<file path="src/sv/sta_pkg.sv">
// ----------------------------------------------------------------------------
// sta_pkg: shared types and constants for the sorted term accumulator
// Field widths, result status codes, sequencer states and the arithmetic
// unit's result bundle.
// ----------------------------------------------------------------------------
`default_nettype none

package sta_pkg;

  localparam int COEF_W = 32;
  localparam int EXP_W  = 16;
  localparam int ENT_W  = COEF_W + EXP_W;

  typedef enum logic [2:0] {
    ST_MERGED     = 3'd0,
    ST_INSERTED   = 3'd1,
    ST_CANCELLED  = 3'd2,
    ST_FULL       = 3'd3,
    ST_DUMP_TERM  = 3'd4,
    ST_DUMP_EMPTY = 3'd5
  } status_t;

  typedef enum logic [2:0] {
    S_IDLE,
    S_SRCH,
    S_INS,
    S_INS_WR,
    S_DEL,
    S_DUMP,
    S_RES
  } state_t;

  typedef struct packed {
    logic              eq;    // new exponent equals the stored one
    logic              gt;    // new exponent above the stored one
    logic [COEF_W-1:0] sum;   // clipped sum of coefficients
    logic              sat;   // sum was clipped
    logic              zero;  // sum is zero
  } alu_res_t;

endpackage

`default_nettype wire

</file>
<file path="src/sv/sta_ram.sv">
// ----------------------------------------------------------------------------
// sta_ram: generic simple dual-port RAM
// One write port, one read port, registered read data (old data on a
// same-address collision).
// ----------------------------------------------------------------------------
`default_nettype none

module sta_ram #(
  parameter int WIDTH = 48,
  parameter int DEPTH = 64
) (
  input  wire logic                     clk,
  input  wire logic                     we,
  input  wire logic [$clog2(DEPTH)-1:0] waddr,
  input  wire logic [WIDTH-1:0]         wdata,
  input  wire logic [$clog2(DEPTH)-1:0] raddr,
  output logic      [WIDTH-1:0]         rdata
);

  logic [WIDTH-1:0] mem [DEPTH];

  always_ff @(posedge clk) begin
    if (we) begin
      mem[waddr] <= wdata;
    end
    rdata <= mem[raddr];
  end

endmodule

`default_nettype wire

</file>
<file path="src/sv/sta_alu.sv">
// ----------------------------------------------------------------------------
// sta_alu: shared compare and add unit
// Compares the incoming exponent with one stored term and forms the
// saturated sum of the two coefficients.
// ----------------------------------------------------------------------------
`default_nettype none

module sta_alu
  import sta_pkg::*;
(
  input  wire logic [COEF_W-1:0] coef,
  input  wire logic [EXP_W-1:0]  exp_in,
  input  wire logic [COEF_W-1:0] ent_coef,
  input  wire logic [EXP_W-1:0]  ent_exp,
  output alu_res_t               res
);

  logic signed [COEF_W:0] sum_w;
  logic                   ovf;

  assign sum_w = $signed({coef[COEF_W-1], coef}) + $signed({ent_coef[COEF_W-1], ent_coef});
  assign ovf   = sum_w[COEF_W] ^ sum_w[COEF_W-1];

  always_comb begin
    res.eq   = (exp_in == ent_exp);
    res.gt   = ($signed(exp_in) > $signed(ent_exp));
    res.sat  = ovf;
    res.zero = (sum_w == '0);
    if (ovf) begin
      // sign of the true sum picks the rail
      res.sum = sum_w[COEF_W] ? {1'b1, {(COEF_W-1){1'b0}}} : {1'b0, {(COEF_W-1){1'b1}}};
    end else begin
      res.sum = sum_w[COEF_W-1:0];
    end
  end

endmodule

`default_nettype wire

</file>
<file path="src/sv/sorted_term_accumulator.sv">
// ----------------------------------------------------------------------------
// sorted_term_accumulator: sparse polynomial term table
// Holds up to MAX_TERMS (coefficient, exponent) terms in a RAM, sorted by
// descending exponent, and merges, inserts, removes or dumps them.
//
// Usage:
//   in_*  : one beat per item. in_tuser is the kind (0 add, 1 dump),
//           in_tdata carries the term to add.
//   out_* : one beat per add, one beat per stored term on a dump (one beat
//           marked empty if the table is empty); out_tlast marks the final
//           beat of each item.
//   An add scans the table one entry a cycle through a single compare/add
//   unit, then shifts entries one a cycle through the one RAM write port;
//   the entries passed plus the entries moved never exceed MAX_TERMS.
//   The next item is taken only once the sequencer is back in idle.
//   in_tready is high only while the sequencer is idle; a finished result
//   may still wait in the output register meanwhile.
//   A stalled receiver holds the dump scan or the pending result until the
//   output register frees.
//   Reset empties the table (term count to zero) at once; no clearing pass.
// ----------------------------------------------------------------------------
`default_nettype none

module sorted_term_accumulator
  import sta_pkg::*;
#(
  parameter int MAX_TERMS = 64
) (
  input  wire logic        clk,
  input  wire logic        rst_n,
  input  wire logic        in_tvalid,
  output logic             in_tready,
  input  wire logic [47:0] in_tdata,   // [31:0] term_coef, [47:32] term_exp
  input  wire logic        in_tuser,   // [0] kind
  output logic             out_tvalid,
  input  wire logic        out_tready,
  output logic [47:0]      out_tdata,  // [31:0] out_coef, [47:32] out_exp
  output logic [3:0]       out_tuser,  // [2:0] status, [3] saturated
  output logic             out_tlast
);

  localparam int AW = $clog2(MAX_TERMS);
  localparam int CW = $clog2(MAX_TERMS + 1);

  state_t            state_r, state_nxt;
  logic [AW-1:0]     idx_r, idx_nxt;
  logic [AW-1:0]     pos_r, pos_nxt;
  logic [CW-1:0]     count_r, count_nxt;
  logic [COEF_W-1:0] coef_r, coef_nxt;
  logic [EXP_W-1:0]  exp_r, exp_nxt;

  status_t           res_status_r, res_status_nxt;
  logic [COEF_W-1:0] res_coef_r, res_coef_nxt;
  logic [EXP_W-1:0]  res_exp_r, res_exp_nxt;
  logic              res_sat_r, res_sat_nxt;

  logic              out_valid_r, out_valid_nxt;
  status_t           out_status_r, out_status_nxt;
  logic [COEF_W-1:0] out_coef_r, out_coef_nxt;
  logic [EXP_W-1:0]  out_exp_r, out_exp_nxt;
  logic              out_sat_r, out_sat_nxt;
  logic              out_last_r, out_last_nxt;

  logic              ram_we;
  logic [AW-1:0]     ram_waddr;
  logic [ENT_W-1:0]  ram_wdata;
  logic [ENT_W-1:0]  ram_rdata;
  alu_res_t          alu;

  logic              slot_free;
  logic              at_last;
  logic              full;

  sta_ram #(
    .WIDTH(ENT_W),
    .DEPTH(MAX_TERMS)
  ) u_ram (
    .clk  (clk),
    .we   (ram_we),
    .waddr(ram_waddr),
    .wdata(ram_wdata),
    .raddr(idx_nxt),
    .rdata(ram_rdata)
  );

  sta_alu u_alu (
    .coef    (coef_r),
    .exp_in  (exp_r),
    .ent_coef(ram_rdata[COEF_W-1:0]),
    .ent_exp (ram_rdata[ENT_W-1:COEF_W]),
    .res     (alu)
  );

  // read data always belongs to idx_r: the read address is idx_nxt
  assign slot_free = !out_valid_r || out_tready;
  assign at_last   = (CW'(idx_r) == count_r - CW'(1));
  assign full      = (count_r == CW'(MAX_TERMS));
  assign in_tready = (state_r == S_IDLE);

  always_comb begin
    state_nxt      = state_r;
    idx_nxt        = idx_r;
    pos_nxt        = pos_r;
    count_nxt      = count_r;
    coef_nxt       = coef_r;
    exp_nxt        = exp_r;
    res_status_nxt = res_status_r;
    res_coef_nxt   = res_coef_r;
    res_exp_nxt    = res_exp_r;
    res_sat_nxt    = res_sat_r;
    out_valid_nxt  = out_valid_r && !out_tready;
    out_status_nxt = out_status_r;
    out_coef_nxt   = out_coef_r;
    out_exp_nxt    = out_exp_r;
    out_sat_nxt    = out_sat_r;
    out_last_nxt   = out_last_r;
    ram_we         = 1'b0;
    ram_waddr      = idx_r;
    ram_wdata      = ram_rdata;

    case (state_r)
      S_IDLE: begin
        idx_nxt = '0;
        if (in_tvalid) begin
          coef_nxt = in_tdata[COEF_W-1:0];
          exp_nxt  = in_tdata[ENT_W-1:COEF_W];
          if (in_tuser) begin
            if (count_r == '0) begin
              res_status_nxt = ST_DUMP_EMPTY;
              res_coef_nxt   = '0;
              res_exp_nxt    = '0;
              res_sat_nxt    = 1'b0;
              state_nxt      = S_RES;
            end else begin
              state_nxt = S_DUMP;
            end
          end else if (count_r == '0) begin
            pos_nxt   = '0;
            state_nxt = S_INS_WR;
          end else begin
            state_nxt = S_SRCH;
          end
        end
      end

      S_SRCH: begin
        if (alu.eq) begin
          if (alu.zero) begin
            res_status_nxt = ST_CANCELLED;
            res_coef_nxt   = '0;
            res_exp_nxt    = exp_r;
            res_sat_nxt    = 1'b0;
            if (at_last) begin
              count_nxt = count_r - CW'(1);
              state_nxt = S_RES;
            end else begin
              idx_nxt   = idx_r + AW'(1);
              state_nxt = S_DEL;
            end
          end else begin
            ram_we         = 1'b1;
            ram_waddr      = idx_r;
            ram_wdata      = {exp_r, alu.sum};
            res_status_nxt = ST_MERGED;
            res_coef_nxt   = alu.sum;
            res_exp_nxt    = exp_r;
            res_sat_nxt    = alu.sat;
            state_nxt      = S_RES;
          end
        end else if (alu.gt || at_last) begin
          if (full) begin
            res_status_nxt = ST_FULL;
            res_coef_nxt   = coef_r;
            res_exp_nxt    = exp_r;
            res_sat_nxt    = 1'b0;
            state_nxt      = S_RES;
          end else if (alu.gt) begin
            // open a slot at idx_r by moving the tail up, from the end
            pos_nxt   = idx_r;
            idx_nxt   = AW'(count_r - CW'(1));
            state_nxt = S_INS;
          end else begin
            pos_nxt   = count_r[AW-1:0];
            state_nxt = S_INS_WR;
          end
        end else begin
          idx_nxt = idx_r + AW'(1);
        end
      end

      S_INS: begin
        ram_we    = 1'b1;
        ram_waddr = idx_r + AW'(1);
        ram_wdata = ram_rdata;
        if (idx_r == pos_r) begin
          state_nxt = S_INS_WR;
        end else begin
          idx_nxt = idx_r - AW'(1);
        end
      end

      S_INS_WR: begin
        ram_we         = 1'b1;
        ram_waddr      = pos_r;
        ram_wdata      = {exp_r, coef_r};
        count_nxt      = count_r + CW'(1);
        res_status_nxt = ST_INSERTED;
        res_coef_nxt   = coef_r;
        res_exp_nxt    = exp_r;
        res_sat_nxt    = 1'b0;
        idx_nxt        = '0;
        state_nxt      = S_RES;
      end

      S_DEL: begin
        ram_we    = 1'b1;
        ram_waddr = idx_r - AW'(1);
        ram_wdata = ram_rdata;
        if (at_last) begin
          count_nxt = count_r - CW'(1);
          idx_nxt   = '0;
          state_nxt = S_RES;
        end else begin
          idx_nxt = idx_r + AW'(1);
        end
      end

      S_DUMP: begin
        if (slot_free) begin
          out_valid_nxt  = 1'b1;
          out_status_nxt = ST_DUMP_TERM;
          out_coef_nxt   = ram_rdata[COEF_W-1:0];
          out_exp_nxt    = ram_rdata[ENT_W-1:COEF_W];
          out_sat_nxt    = 1'b0;
          out_last_nxt   = at_last;
          if (at_last) begin
            idx_nxt   = '0;
            state_nxt = S_IDLE;
          end else begin
            idx_nxt = idx_r + AW'(1);
          end
        end
      end

      S_RES: begin
        idx_nxt = '0;
        if (slot_free) begin
          out_valid_nxt  = 1'b1;
          out_status_nxt = res_status_r;
          out_coef_nxt   = res_coef_r;
          out_exp_nxt    = res_exp_r;
          out_sat_nxt    = res_sat_r;
          out_last_nxt   = 1'b1;
          state_nxt      = S_IDLE;
        end
      end

      default: begin
        state_nxt = S_IDLE;
      end
    endcase
  end

  always_ff @(posedge clk) begin
    if (!rst_n) begin
      state_r     <= S_IDLE;
      idx_r       <= '0;
      count_r     <= '0;
      out_valid_r <= 1'b0;
    end else begin
      state_r     <= state_nxt;
      idx_r       <= idx_nxt;
      count_r     <= count_nxt;
      out_valid_r <= out_valid_nxt;
    end
  end

  always_ff @(posedge clk) begin
    pos_r        <= pos_nxt;
    coef_r       <= coef_nxt;
    exp_r        <= exp_nxt;
    res_status_r <= res_status_nxt;
    res_coef_r   <= res_coef_nxt;
    res_exp_r    <= res_exp_nxt;
    res_sat_r    <= res_sat_nxt;
    out_status_r <= out_status_nxt;
    out_coef_r   <= out_coef_nxt;
    out_exp_r    <= out_exp_nxt;
    out_sat_r    <= out_sat_nxt;
    out_last_r   <= out_last_nxt;
  end

  assign out_tvalid = out_valid_r;
  assign out_tdata  = {out_exp_r, out_coef_r};
  assign out_tuser  = {out_sat_r, out_status_r};
  assign out_tlast  = out_last_r;

  // table never overflows
  a_count_bound: assert property (@(posedge clk) disable iff (!rst_n)
    count_r <= CW'(MAX_TERMS))
    else $error("term count above table size");

  // count moves by one at most
  a_count_step: assert property (@(posedge clk) disable iff (!rst_n)
    (count_r != $past(count_r)) |->
      (count_r == $past(count_r) + CW'(1) || count_r == $past(count_r) - CW'(1)))
    else $error("term count jumped");

  // the insert write grows the table by one
  a_count_grow: assert property (@(posedge clk) disable iff (!rst_n)
    (state_r == S_INS_WR) |=> (count_r == $past(count_r) + CW'(1)))
    else $error("insert did not grow table");

  // dump scan stays inside the filled part
  a_dump_range: assert property (@(posedge clk) disable iff (!rst_n)
    (state_r == S_DUMP) |-> (CW'(idx_r) < count_r))
    else $error("dump index past term count");

endmodule

`default_nettype wire
</file>
<file path="config.mk">
export PLATFORM = sky130hd
export DESIGN_NAME = sorted_term_accumulator
export DESIGN_NICKNAME = d
export VERILOG_FILES = /design/src/sv/sta_pkg.sv /design/src/sv/sta_ram.sv /design/src/sv/sta_alu.sv /design/src/sv/sorted_term_accumulator.sv
export SDC_FILE = /design/constraint.sdc
export NUM_CORES = 2
export LEC_CHECK = 0
export BUFFER_PORTS_ARGS = -buffer_cell sky130_fd_sc_hd__buf_2
export CORE_MARGIN = 2
export CORE_UTILIZATION = 40
export DETAILED_ROUTE_END_ITERATION = 8
export SLEW_MARGIN = 20
export SYNTH_ARGS = -nofsm -noshare
export SYNTH_HDL_FRONTEND = slang
export SYNTH_HIERARCHICAL = 1
export SYNTH_SLANG_ARGS = --single-unit
</file>
<file path="constraint.sdc">
create_clock -name clk -period 9.6 [get_ports clk]
set_input_delay 0.96 -clock clk [delete_from_list [all_inputs] [get_ports clk]]
set_output_delay 0.96 -clock clk [all_outputs]
set_load 0.02 [all_outputs]
</file>
==> impl_metrics.py <==
metrics = {
    "timing": {
        "setup_ws_ns": 0.255,
        "rsz0062_at_grt": "false",
        "hold_viol": 0,
        "fin_crit_sh": 0.973,
        "maxSlewViolCount": 0,
        "worst_slew_pin_slew_ns": 1.22,
        "max_freq_mhz": 107,
        "tns_ns": 0,
        "slew-limit-headroom": 0.190,
        "skew_ns": 0.0534,
        "min_period_ns": 9.34,
        "setup_viol": 0,
    },
    "setup_path": {
        "startpoint_type": "flop",
        "worstPathRequired_ns": 10.30,
        "crit_path_max_fanout": 20,
        "worst-setup-path-type": "reg -> reg",
        "worst_setup_path_end_kind": "flop",
        "cp.arrival_ns": 10.04,
    },
    "place": {
        "globalplace.congestion": 0.884,
        "placed_area_sq_um": 138000,
        "dp_hpwl_mm": 209,
        "io_buffers": 107,
        "dp_slack_ns": 0.353,
    },
    "logic_synthesis": {
        "synth_edf_count": 3231,
        "yosys_warnings": 6,
        "ys_types": 98,
        "netlist_area_sq_um": 130000,
        "avgSynthCellArea_sq_um": 20.4,
        "synth_seq_cells": 3296,
        "yosysSeqAreaShare": 0.757,
        "syn_nets": 6482,
        "synthArstFlopShare": 0,
        "synth_cells": 6374,
        "synth_flop_cell": "edfxtp_1",
    },
    "detailed_routing": {
        "drtIter0Drc": 8466,
        "vias_per_cell": 5.98,
        "wl_met1_mm": 150,
        "drc": 9,
        "ant_nets": 0,
        "vias": 67800,
        "wl_met3_mm": 34.0,
        "top_layer": "met5",
        "finalWirelength_mm": 362,
        "first_pass_iters": 9,
        "met2_wirelength_mm": 170,
        "avgRoutedWirePerCell_um": 31.9,
    },
    "clocking": {
        "clkTransAtPathRegs_ns": 0.06,
        "clockBufferDepth": 4,
        "cts_hold_repair.buffers": 0,
        "cts-root-buf": "clkbuf_16",
        "numCtsBuffers": 331,
        "cts.repair.resized": 0,
        "clock-sinks": 3296,
        "cts_tree": "yes",
        "cts_setup_buffers": 0,
        "cts-htree-levels": 5,
        "clkLatencyLatePin_ns": 0.90,
    },
    "floorplanning": {
        "core_sq_um": 324000,
        "fp.dieH_um": 574,
        "die_w_um": 574,
        "rows": 209,
        "ios": 108,
        "start_util": 0.401,
        "dieArea_sq_um": 329000,
    },
    "layout": {
        "area_growth_pct": 14.3,
        "mostFrequentLayoutCells": "3,231 x edfxtp_1, 672 x mux4_2, 339 x clkbuf_16",
        "fillCellCount": 27000,
        "drive_gt1_frac": 0.264,
        "mostFrequentLayoutCell": "edfxtp_1",
        "design_area_sq_um": 148000,
        "nets": 6845,
    },
    "status": {
        "violations": "design-rule violations",
        "status": "finished, violations left",
    },
    "global_routing": {
        "grt_max_degree": 158,
        "grt.total_usage": 0.215,
        "grt_antenna_before_repair": 24,
        "grt_overflow_total": 0,
        "grt_pass1_vias": 66900,
        "grt_first_pass_wirelength_mm": 509,
    },
    "min_path": {
        "holdCritPathClass": "in -> reg",
    },
    "run": {
        "cap_violations": 0,
    },
}
critical path, cell delays in order, from the launching register on:
cell      delay [ns]
edfxtp_1        0.42
ha_1            0.25
fa_1            0.42
a21o_1          0.23
a31o_1          0.28
a211o_1         0.32
a2111o_1        0.41
a221o_1         0.26
or4_1           0.45
or4_1           0.41
or4b_1          0.49
nor4_2          0.70
nand2b_1        0.27
nor2_4          0.04
a31oi_1         0.33
o21ai_0         0.23
o21a_1          0.24
or3_4           0.48
nand2b_2        0.53
buf_4           0.47
buf_4           0.24
o22ai_1         0.08
a221o_1         0.33
mux4_2          0.47
mux2i_1         0.73
cells by family (layout without fill, tap and decap cells):
group           after synthesis  in the layout  synth area share
flops                      3296           3296             0.757
mux                        1021           1021             0.145
simple gates                751            751            0.0291
compound gates              721            721            0.0409
buf+inv                     455           1066            0.0178
fa+ha+maj                    78             78           0.00713
xor+xnor                     52             52           0.00351
other cells                   0             15                 0
worst paths after layout:
check | end | depth (start not counted) | from | slack [ns]
hold / removal | exp_r[15] | 1 | in_tdata[47] | 0.24
setup reg to reg | u_ram/rdata[13] | 24 | coef_r[0] | 0.26
hold reg to reg | out_status_r[2] | 1 | res_status_r[2] | 0.50
setup / recovery | u_ram/rdata[13] | 24 | coef_r[0] | 0.26
through the flow:
stage / std cells / hold WS (ns) / util
after CTS: 11300 / 0.179 / 0.458
after detailed placement: 10700 / 0.489 / 0.425
after global placement: 10700 / 0.490 / 0.425
final: 11300 / 0.238 / 0.459
after global routing: 11300 / 0.215 / 0.458
after floorplan: 6374 / 0.482 / -
routing by layer:
metal | track usage | vias up
met5 | 0 | -
met4 | 0.0498 | 2
met3 | 0.0364 | 477
met2 | 0.341 | 3404
met1 | 0.313 | 36400
li1 | - | 27400
cell usage after synthesis (22+ instances only):
cell type	number	area, sq um
and3_1	29	181
a21oi_1	95	475
edfxtp_1	3231	97000
a222oi_1	32	320
maj3_1	23	230
xnor2_1	35	307
nand3_1	123	616
o221ai_1	39	342
nor2b_1	37	231
and2_1	22	138
ha_1	54	676
a22o_1	33	289
mux4_2	672	15100
buf_4	29	218
clkbuf_1	186	698
nand2b_1	22	138
dfxtp_1	65	1300
nand4_1	78	488
a221o_1	29	290
inv_1	70	263
buf_2	105	526
buf_1	29	109
o22ai_1	132	826
mux2_2	138	1550
o211ai_1	24	180
a211oi_1	46	345
mux2i_1	211	2110
nor2_1	153	574
nand2_1	182	683
a22oi_1	82	616
o21ai_0	62	310
layout make-up:
| class | count | area (sq um) | share of cell area |
|---|---|---|---|
| inverters | 72 | 278 | 0.00187 |
| well taps | 4325 | 5410 | 0.0365 |
| clock inverters | 172 | 1990 | 0.0134 |
| repair buffers | 413 | 3600 | 0.0242 |
| multi-input cells | 2623 | 30000 | 0.202 |
| diodes | 15 | 37.5 | 0.000253 |
| clock buffers | 409 | 8850 | 0.0596 |
| flip-flops and latches | 3296 | 98300 | 0.662 |
flip-flops by register name, indices dropped and copies added, names as in the netlist, 3 cells and up:
signal        cells
coef_r           32
count_r           7
exp_r            16
idx_r             6
out_coef_r       32
out_exp_r        16
out_status_r      3
pos_r             6
res_coef_r       32
res_exp_r        16
res_status_r      3
state_r           3
u_ram/mem      3072
u_ram/rdata      48
Power is not shown: default switching activity piles up to over one toggle a cycle in this logic, so the estimate is an artifact.
